`src/design/assert_macros.svh`:
```
// ---------------------------------------------------------------------------
// Assertion macros
// Clocked concurrent checks used by the top-level controller module.
// ---------------------------------------------------------------------------
`ifndef ASSERT_MACROS_SVH
`define ASSERT_MACROS_SVH

// check prop at every rising edge of clk_i outside reset
`define ASSERT_CLK(label, prop, msg) \
  label: assert property (@(posedge clk_i) disable iff (!rst_ni) (prop)) else $error(msg);

// check that ante implies cons at the same edge
`define ASSERT_IMPL(label, ante, cons, msg) \
  label: assert property (@(posedge clk_i) disable iff (!rst_ni) (ante) |-> (cons)) \
    else $error(msg);

`endif

```
`src/design/msc_pkg.sv`:
```
// ---------------------------------------------------------------------------
// Motorized switch controller package
// Types and constants shared by the controller modules.
// ---------------------------------------------------------------------------
package msc_pkg;

  typedef enum logic [2:0] {
    ACT_OFF        = 3'd0,
    ACT_ON         = 3'd1,
    ACT_TOGGLE     = 3'd2,
    ACT_SHORT      = 3'd3,
    ACT_LONG       = 3'd4,
    ACT_DONE       = 3'd5,
    ACT_CLEAR_ERR  = 3'd6,
    ACT_TICK       = 3'd7
  } action_e;

  typedef enum logic [1:0] {
    MODE_IDLE   = 2'd0,
    MODE_TO_ON  = 2'd1,
    MODE_TO_OFF = 2'd2,
    MODE_ERROR  = 2'd3
  } mode_e;

  typedef enum logic [1:0] {
    LED_NONE     = 2'd0,
    LED_ERROR    = 2'd1,
    LED_FEEDBACK = 2'd2,
    LED_PAIRING  = 2'd3
  } led_e;

  localparam int unsigned CfgIdxW  = 2;
  localparam int unsigned CfgDataW = 16;

  localparam logic [CfgIdxW-1:0] REG_ORIENT  = 2'd0;
  localparam logic [CfgIdxW-1:0] REG_LOW_BAT = 2'd1;
  localparam logic [CfgIdxW-1:0] REG_TIMEOUT = 2'd2;

  localparam logic [6:0]  LowBatReset  = 7'd10;
  localparam logic [15:0] TimeoutReset = 16'd1500;

  typedef struct packed {
    logic [2:0] action;
    logic [6:0] battery_percent;
  } in_item_t;

  typedef struct packed {
    logic [1:0] machine_mode;
    logic       logical_position;
    logic       physical_position;
    logic       motor_enable;
    logic       motor_direction;
    logic [1:0] led_event;
    logic       factory_reset_pulse;
    logic       pairing_active;
  } out_item_t;

  typedef struct packed {
    logic        orientation_inverted;
    logic [6:0]  low_battery_limit;
    logic [15:0] motion_timeout_ticks;
  } cfg_t;

  typedef struct packed {
    mode_e mode;
    logic  timeout_zero;
    logic  pairing_flag;
  } core_status_t;

endpackage

```
`src/design/msc_in_stage.sv`:
```
// ---------------------------------------------------------------------------
// Input stage
// Registers one request and holds it until the core takes it.
// ---------------------------------------------------------------------------
module msc_in_stage (
  input  logic              clk_i,
  input  logic              rst_ni,
  input  logic              in_valid_i,
  output logic              in_stall_o,
  input  msc_pkg::in_item_t in_data_i,
  input  logic              take_i,
  output logic              valid_o,
  output msc_pkg::in_item_t item_o
);
  import msc_pkg::*;

  logic     valid_d, valid_q;
  logic     accept;
  in_item_t item_q;

  assign in_stall_o = valid_q & ~take_i;
  assign accept     = in_valid_i & ~in_stall_o;
  assign valid_d    = accept | (valid_q & ~take_i);

  always_ff @(posedge clk_i or negedge rst_ni) begin
    if (!rst_ni) begin
      valid_q <= 1'b0;
    end else begin
      valid_q <= valid_d;
    end
  end

  always_ff @(posedge clk_i) begin
    if (accept) begin
      item_q <= in_data_i;
    end
  end

  assign valid_o = valid_q;
  assign item_o  = item_q;

endmodule

```
`src/design/msc_core.sv`:
```
// ---------------------------------------------------------------------------
// Controller core
// Holds mode, position, timeout and pairing state and forms the result.
// ---------------------------------------------------------------------------
module msc_core (
  input  logic                  clk_i,
  input  logic                  rst_ni,
  input  logic                  advance_i,
  input  msc_pkg::in_item_t     item_i,
  input  msc_pkg::cfg_t         cfg_i,
  output msc_pkg::out_item_t    result_o,
  output msc_pkg::core_status_t status_o
);
  import msc_pkg::*;

  mode_e       mode_d, mode_q;
  logic        pos_d, pos_q;
  logic [15:0] cnt_d, cnt_q;
  logic        pair_d, pair_q;
  led_e        led;
  logic        factory;
  logic        target;
  logic        is_move;
  logic        moving_q;
  logic [15:0] cnt_dec;
  logic [15:0] load_val;

  assign moving_q = (mode_q == MODE_TO_ON) || (mode_q == MODE_TO_OFF);
  assign cnt_dec  = (cnt_q != 16'd0) ? (cnt_q - 16'd1) : cnt_q;
  assign load_val = (cfg_i.motion_timeout_ticks != 16'd0) ? cfg_i.motion_timeout_ticks
                                                          : 16'd1;

  always_comb begin
    mode_d  = mode_q;
    pos_d   = pos_q;
    cnt_d   = cnt_q;
    pair_d  = pair_q;
    led     = LED_NONE;
    factory = 1'b0;
    target  = 1'b0;
    is_move = 1'b0;
    case (action_e'(item_i.action))
      ACT_OFF: begin
        target  = cfg_i.orientation_inverted;
        is_move = 1'b1;
      end
      ACT_ON: begin
        target  = ~cfg_i.orientation_inverted;
        is_move = 1'b1;
      end
      ACT_TOGGLE, ACT_SHORT: begin
        target  = ~pos_q;
        is_move = 1'b1;
      end
      ACT_LONG: begin
        pair_d  = 1'b1;
        led     = LED_PAIRING;
        factory = 1'b1;
      end
      ACT_DONE: begin
        if (moving_q) begin
          pos_d = (mode_q == MODE_TO_ON);
          led   = LED_FEEDBACK;
        end
        mode_d = MODE_IDLE;
        cnt_d  = 16'd0;
      end
      ACT_CLEAR_ERR: begin
        mode_d = MODE_IDLE;
        cnt_d  = 16'd0;
      end
      ACT_TICK: begin
        if (moving_q) begin
          cnt_d = cnt_dec;
          if (cnt_dec == 16'd0) begin
            pos_d  = (mode_q == MODE_TO_ON);
            led    = LED_FEEDBACK;
            mode_d = MODE_IDLE;
          end
        end
      end
      default: begin
        mode_d = mode_q;
      end
    endcase
    if (is_move && (mode_q == MODE_IDLE)) begin
      if (item_i.battery_percent <= cfg_i.low_battery_limit) begin
        mode_d = MODE_ERROR;
        led    = LED_ERROR;
      end else begin
        mode_d = target ? MODE_TO_ON : MODE_TO_OFF;
        cnt_d  = load_val;
      end
    end
  end

  always_ff @(posedge clk_i or negedge rst_ni) begin
    if (!rst_ni) begin
      mode_q <= MODE_IDLE;
      pos_q  <= 1'b0;
      cnt_q  <= 16'd0;
      pair_q <= 1'b0;
    end else if (advance_i) begin
      mode_q <= mode_d;
      pos_q  <= pos_d;
      cnt_q  <= cnt_d;
      pair_q <= pair_d;
    end
  end

  always_comb begin
    result_o.machine_mode        = mode_d;
    result_o.logical_position    = pos_d ^ cfg_i.orientation_inverted;
    result_o.physical_position   = pos_d;
    result_o.motor_enable        = (mode_d == MODE_TO_ON) || (mode_d == MODE_TO_OFF);
    result_o.motor_direction     = (mode_d == MODE_TO_ON);
    result_o.led_event           = led;
    result_o.factory_reset_pulse = factory;
    result_o.pairing_active      = pair_d;
  end

  assign status_o.mode         = mode_q;
  assign status_o.timeout_zero = (cnt_q == 16'd0);
  assign status_o.pairing_flag = pair_q;

endmodule

```
`src/design/msc_out_stage.sv`:
```
// ---------------------------------------------------------------------------
// Output stage
// Holds one result until the downstream side takes it.
// ---------------------------------------------------------------------------
module msc_out_stage (
  input  logic               clk_i,
  input  logic               rst_ni,
  input  logic               load_i,
  input  msc_pkg::out_item_t result_i,
  output logic               free_o,
  output logic               out_valid_o,
  input  logic               out_stall_i,
  output msc_pkg::out_item_t out_data_o
);
  import msc_pkg::*;

  logic      valid_d, valid_q;
  out_item_t data_q;

  assign free_o  = ~valid_q | ~out_stall_i;
  assign valid_d = load_i | (valid_q & out_stall_i);

  always_ff @(posedge clk_i or negedge rst_ni) begin
    if (!rst_ni) begin
      valid_q <= 1'b0;
    end else begin
      valid_q <= valid_d;
    end
  end

  always_ff @(posedge clk_i) begin
    if (load_i) begin
      data_q <= result_i;
    end
  end

  assign out_valid_o = valid_q;
  assign out_data_o  = data_q;

endmodule

```
`src/design/motorized_switch_controller.sv`:
```
// A request held in the input register passes through the core into the output register,
// which drives out_data_o. Throughput: one request per cycle while out_stall_i is low;
// the input and output registers each hold one item, with the core's state update between.
// Reset (rst_ni low, asynchronous): mode idle, position off, timeout zero, pairing clear,
// configuration back to orientation normal, battery limit 10, timeout 1500 ticks.
// ---------------------------------------------------------------------------
// Motorized switch controller
// Turns switch commands and ticks into motor moves, position and LED events.
// ---------------------------------------------------------------------------
`include "assert_macros.svh"

module motorized_switch_controller (
  input  logic                              clk_i,
  input  logic                              rst_ni,
  input  logic                              in_valid_i,
  output logic                              in_stall_o,
  input  msc_pkg::in_item_t                 in_data_i,
  output logic                              out_valid_o,
  input  logic                              out_stall_i,
  output msc_pkg::out_item_t                out_data_o,
  input  logic                              cfg_we_i,
  input  logic [msc_pkg::CfgIdxW-1:0]       cfg_idx_i,
  input  logic [msc_pkg::CfgDataW-1:0]      cfg_wdata_i
);
  import msc_pkg::*;

  cfg_t         cfg_q;
  in_item_t     item;
  logic         item_valid;
  logic         out_free;
  logic         advance;
  out_item_t    result;
  core_status_t status;
  logic         moving;
  logic         rsp_factory;
  logic         rsp_paired;

  always_ff @(posedge clk_i or negedge rst_ni) begin
    if (!rst_ni) begin
      cfg_q.orientation_inverted <= 1'b0;
      cfg_q.low_battery_limit    <= LowBatReset;
      cfg_q.motion_timeout_ticks <= TimeoutReset;
    end else if (cfg_we_i) begin
      case (cfg_idx_i)
        REG_ORIENT:  cfg_q.orientation_inverted <= cfg_wdata_i[0];
        REG_LOW_BAT: cfg_q.low_battery_limit    <= cfg_wdata_i[6:0];
        REG_TIMEOUT: cfg_q.motion_timeout_ticks <= cfg_wdata_i;
        default:     cfg_q <= cfg_q;
      endcase
    end
  end

  assign advance = item_valid & out_free;

  msc_in_stage u_in (
    .clk_i      (clk_i),
    .rst_ni     (rst_ni),
    .in_valid_i (in_valid_i),
    .in_stall_o (in_stall_o),
    .in_data_i  (in_data_i),
    .take_i     (advance),
    .valid_o    (item_valid),
    .item_o     (item)
  );

  msc_core u_core (
    .clk_i     (clk_i),
    .rst_ni    (rst_ni),
    .advance_i (advance),
    .item_i    (item),
    .cfg_i     (cfg_q),
    .result_o  (result),
    .status_o  (status)
  );

  msc_out_stage u_out (
    .clk_i       (clk_i),
    .rst_ni      (rst_ni),
    .load_i      (advance),
    .result_i    (result),
    .free_o      (out_free),
    .out_valid_o (out_valid_o),
    .out_stall_i (out_stall_i),
    .out_data_o  (out_data_o)
  );

  assign moving      = (status.mode == MODE_TO_ON) || (status.mode == MODE_TO_OFF);
  assign rsp_factory = out_valid_o && out_data_o.factory_reset_pulse;
  assign rsp_paired  = out_data_o.pairing_active && (out_data_o.led_event == LED_PAIRING);

  `ASSERT_IMPL(a_move_has_count, moving, !status.timeout_zero, "moving with empty timeout")
  `ASSERT_CLK(a_pair_sticky, !$past(status.pairing_flag) || status.pairing_flag, "pairing lost")
  `ASSERT_IMPL(a_no_stall_when_empty, !out_valid_o, !in_stall_o, "input stalled with empty output")
  `ASSERT_IMPL(a_factory_pairs, rsp_factory, rsp_paired, "factory pulse without pairing")

endmodule
```
`config.mk`:
```
export PLATFORM = sky130hd
export DESIGN_NAME = motorized_switch_controller
export DESIGN_NICKNAME = d
export VERILOG_FILES = /design/src/design/msc_pkg.sv /design/src/design/msc_in_stage.sv /design/src/design/msc_core.sv /design/src/design/msc_out_stage.sv /design/src/design/motorized_switch_controller.sv
export VERILOG_INCLUDE_DIRS = /design/src /design/src/design
export SDC_FILE = /design/constraint.sdc
export NUM_CORES = 1
export LEC_CHECK = 0
export BUFFER_PORTS_ARGS = -buffer_cell sky130_fd_sc_hd__buf_2
export CAP_MARGIN = 20
export CORE_MARGIN = 5
export CORE_UTILIZATION = 58
export DETAILED_ROUTE_END_ITERATION = 12
export PLACE_DENSITY = 0.9
export SLEW_MARGIN = 10
export SYNTH_ARGS = -nofsm -noshare
export SYNTH_HDL_FRONTEND = slang
export SYNTH_SLANG_ARGS = --single-unit
```
`constraint.sdc`:
```
create_clock -name clk_i -period 3.52 [get_ports clk_i]
set_input_delay 0.352 -clock clk_i [delete_from_list [all_inputs] [get_ports clk_i]]
set_output_delay 0.352 -clock clk_i [all_outputs]
set_load 0.03 [all_outputs]
```
======== Yosys cells after proc, flatten, opt, wreduce, memory -nomap -nowiden ========
Cells that the tools add are included.
word-level totals
  register bits ........................... 66
  input bits .............................. 33
  output and inout bits ................... 12
  logic and storage cells ................. 89
operators by class
  bitwise logic cells ..................... 14
  mux-type cells .......................... 26
  reduce and logical (&&, ||, !) cells .... 15
  magnitude comparators ................... 1
  $add $sub $neg .......................... 1
  equal/unequal tests ..................... 13
operators with widths
  kind                                                 count
  2-to-1 mux 16 bit                                    5
  one-hot mux 16 bit (2 select lines)                  1
  nonzero test 16 bit                                  2
  2-to-1 mux 2 bit                                     10
  zero test 16 bit                                     1
  subtractor 16 x 1 -> 16 bit, second input constant   1
  equality test 3 bit, second input constant           4
  <= comparator 7 bit                                  1
  equality test 2 x 1 -> 1 bit, second input constant  3
  equality test 2 bit, second input constant           3
  equality test 3 x 2 -> 1 bit, second input constant  2
  2-to-1 mux 1 bit                                     6
  inverter 1 bit                                       6
  one-hot mux 2 bit (3 select lines)                   1
  AND reduction 2 bit                                  3
  bitwise AND 1 bit                                    4
  zero test 2 bit                                      2
  one-hot mux 2 bit (2 select lines)                   1
  OR reduction 2 bit                                   2
  OR reduction 4 bit                                   1
  equality test 3 x 1 -> 1 bit, second input constant  1
  zero test 3 bit                                      1
  bitwise OR 1 bit                                     3
  one-hot mux 1 bit (3 select lines)                   1
  4 further kinds                                      5

======== Logic depth before layout (Yosys ltp) ========
  depth in word-level cells ............... 9
  depth in mapped cells ................... 12
  depth with buffers taken out ............ 11

======== By module ========
From an unflattened synthesis, not the netlist that was laid out.
second synthesis, totals
  cell total of the unflattened synthesis .. 354
  area total of the unflattened synthesis .. 3796.1 um^2
modules (own cells, without submodules)
  module                       area an instance (um^2)  times used  seq. area each (um^2)  cells an instance
  msc_core                     2125.8                   1           500.5                  273
  motorized_switch_controller  975.9                    1           611.8                  53
  msc_in_stage                 357.8                    1           325.3                  15
  msc_out_stage                336.6                    1           325.3                  13

======== Least setup slack after synthesis ========
OpenSTA, ideal clock, no wires.
  kind .................................... register to register
  start ................................... register u_core.cnt_q[0]
  end ..................................... register u_out.data_q, in the netlist u_out.out_data_o[5], data pin
  clock period less this slack ............ 3.159 ns
  library setup time ...................... 0.249 ns
  setup slack ............................. 0.361 ns
  required time ........................... 3.271 ns
  cell stages (with the launch flop) ...... 13
  data arrival time ....................... 2.910 ns
  path buffers ............................ 1
  cell sequence ........................... dfrtp_1 > inv_1 > ha_1 > or3b_1 > or4_4 > buf_6 > a31o_1 > a32oi_2 > nand4_2 > a31oi_4 > a21oi_1 > ha_1 > inv_1
RTL lines
  item                    RTL line             source
  from (decl)             msc_core.sv:18       logic [15:0] cnt_d, cnt_q;
  from (signal assigned)  msc_core.sv:106      cnt_q <= cnt_d;
  to (signal assigned)    msc_out_stage.sv:33  data_q <= result_i;
  to (decl)               msc_out_stage.sv:18  out_item_t data_q;

==> results_dict.tcl <==
set metrics [dict create \
    min_period_ns 3.35 \
    regToRegStartpoint "u_core.cnt_q[12]" \
    vdd_ir_drop_max_uv 560 \
    min_period_over_period 0.953 \
    numCtsBuffers 9 \
    gp_congestion 0.992 \
    num_rows 29 \
    post_cts_buffers 0 \
    synthDistinctLibCells 57 \
    ant_nets 0 \
    synth_area_leader_cell "dfrtp_1" \
    synthAdderAreaFrac 0.0375 \
    grt_pass1_vias 3160 \
    first_pass_iters 7 \
    via_per_inst 6.45 \
    start_kind "flop" \
    die-area_mm2 0.00802 \
    ys_top_cells_by_area "dfrtp_1 25%, edfxtp_1 16%, mux2_2 7.7%" \
    cellPowerDensity_mw_per_mm2 775 \
    synth_top_family_by_area "simple AND/OR/NAND/NOR gates" \
    reg2reg_depth 9 \
    ys.flop_type "dfrtp_1" \
    hold_viol 0 \
    final-max-slew-violation-count 0 \
    required_ns 3.64 \
    root_buffer "clkbuf_8" \
    rsz0062_at_grt "no" \
    cp.arrival_ns 3.47 \
    grt-ovfl-total 0 \
    hold_path_startpoint "in_data_i[9]" \
    tns_ns 0 \
    cts_sinks 66 \
    tightest_slew_ns 0.807 \
    fmax_mhz 298 \
    area_growth_pct 17.4 \
    wirelength_um 9500 \
    syn_avg_cell_area_um2 10.3 \
    initial_core_util 0.588 \
    maxCapViolCount 0 \
    crit_fanout 10 \
    critPathCaptureType "flop" \
    synth-simple-area-share 0.181 \
    r2r_end "u_out.out_data_o[5]" \
    slew_headroom 0.460 \
    pin_count 45 \
    setup_viol 0 \
    antenna_found_initial 0 \
    wire_per_inst_um 19.3 \
    instances_no_fill 493 \
    synthXorXnorAreaFrac 0.0119 \
    synth_edf_count 20 \
    initialDrtViolationCount 356 \
    grt_max_degree 47 \
    nets 455 \
    coreArea_mm2 0.00624 \
    ys_seq_area_frac 0.480 \
    hpwlAfterDp_um 6560 \
    htreeDepth 3 \
    clk_path_buf_depth 2 \
    whs_endpoint "u_in.item_o[9]" \
    cts_tree "done" \
    placed_cells 475 \
    antenna_cells 0 \
    port_buffers 44 \
    hold_class "in -> reg" \
    worst_skew_pair.late_latency_ns 0.35 \
    p_leak_nw 1.88 \
    synth.area.mux_share 0.0825 \
    dieHeight_um 89.6 \
    drive_gt1_frac 0.293 \
    r2r_slack_ns 0.17 \
    hold_depth 1 \
    outcome "finished, final reports clean" \
    die_w_um 89.6 \
    grt_pass1_wl_um 15500 \
    synth_compound_area_frac 0.167 \
    vias 3180 \
    synthCells 356 \
    critPathKind "reg -> reg" \
    fin_worst_skew_ns 0.00732 \
    yosys_warnings 0 \
    clk_pin_slew_worst_paths_ns 0.08 \
    synthArstFlopShare 0.697 \
    syn-cell-area_mm2 0.00367 \
    netlist.area_leader.share 0.252 \
    synth_seq_cells 66 \
    grtUsageTotal 0.258 \
    syn_nets 400 \
    route.detailed.drc 0 \
]
timing repair:
item	4_1_cts	5_1_grt
setup endpoints to repair	0	1
resized for setup	0	3
hold buffers	0	1
endpoints found under the hold margin	0	14
state kept, by name (all words and copies together) (netlist names):
name / count
cfg_q: 24
u_core.cnt_q: 16
u_in.item_o: 10
u_out.out_data_o: 10
u_core.mode_q: 2
u_core.pair_q: 1
u_core.pos_q: 1
u_in.valid_o: 1
u_out.out_valid_o: 1
logic make-up (layout without fill, tap and decap cells):
family,count (synthesis),count (layout)
and+or+nand+nor,118,118
xor gates and xnor gates,5,5
buffers and inverters,37,97
DFF,66,66
adders and majority gates,11,11
AOI/OAI and AO/OA,92,92
muxes,27,27
power by group:
part / total [mW] / internal [mW] / leakage [nW] / switching, mW
clock network: 0.779 / 0.473 / 0.121 / 0.305
registers: 1.12 / 0.966 / 0.746 / 0.159
logic: 1.44 / 0.577 / 1.01 / 0.862
total: 3.34 / 2.02 / 1.88 / 1.33
cells in the final DEF, fill, tap and decap left out, drive strengths merged, types with 10 or more instances in the layout:
master / n
mux2: 26
inv: 23
dfrtp: 37
clkbuf: 10
nor2: 21
edfxtp: 20
o21ai: 31
buf: 58
a21oi: 22
ha: 11
nand2: 23
worst max-delay path by stage:
| stage | start | end | cells past startpoint |
|---|---|---|---|
| floorplan | u_core.cnt_q[0] | u_out.out_data_o[5] | 12 |
| global placement | u_core.cnt_q[12] | u_out.out_data_o[5] | 9 |
| detailed placement | u_core.cnt_q[0] | u_out.out_data_o[5] | 12 |
| CTS | u_core.cnt_q[0] | u_out.out_data_o[5] | 12 |
| global route | u_core.cnt_q[0] | u_out.out_data_o[5] | 12 |
| finish | u_core.cnt_q[12] | u_out.out_data_o[5] | 9 |
through the flow:
| stage | utilization | worst slack, ns | power (mW) | area, um2 | hold WS [ns] |
|---|---|---|---|---|---|
| floorplan | - | 0.361 | 2.07 | 3670 | 0.0564 |
| global placement | 0.644 | 0.287 | 2.43 | 4020 | 0.438 |
| detailed placement | 0.644 | 0.199 | 2.46 | 4020 | 0.453 |
| CTS | 0.683 | 0.194 | 3.25 | 4260 | 0.171 |
| global route | 0.691 | 0.0341 | 3.54 | 4310 | 0.162 |
| finish | 0.691 | 0.166 | 3.34 | 4310 | 0.172 |
worst max-delay path: stages (launching register included):
cell and delay, ns:
dfrtp_1 0.44, or4_1 0.71, or4_4 0.64, a31o_1 0.25, a32oi_2 0.20, nand4_2 0.18, a31oi_4 0.29, a21oi_1 0.10
ha_1 0.28, inv_1 0.03
metal layers:
layer  vias to the layer above  global-route usage  share of wire
met5                         -                   0              0
met2                       173               0.419           0.50
met1                      1538               0.328           0.39
met3                        30              0.0511          0.081
li1                       1439                   -              -
met4                         0               0.131          0.029
cell usage after synthesis, types with 4 or more instances:
cell type and number:
nand2_1 23, or3_1 5, a21oi_1 21, a22oi_1 7, nand2b_1 8, nand4_1 5, ha_1 11, nor4_1 7
clkbuf_1 13, or4_1 7, edfxtp_1 20, dfstp_2 9, mux2_2 25, nand3_1 6, nor2b_1 4, dfrtp_1 37
o21ai_0 31, inv_1 22, nor2_1 21, a21o_1 4, nor3_1 8, o31ai_1 5
final cells by class:
| class | count | area (um2) |
|---|---|---|
| fill | 439 | 1930 |
| multi-input combinational | 253 | 1780 |
| sequential | 66 | 1760 |
| timing repair buffer | 59 | 348 |
| clock buffer | 10 | 128 |
| clock inverter | 6 | 113 |
| tap | 77 | 96.3 |
| inverter | 22 | 82.6 |
No activity file was read; power rests on OpenSTA's default activity.
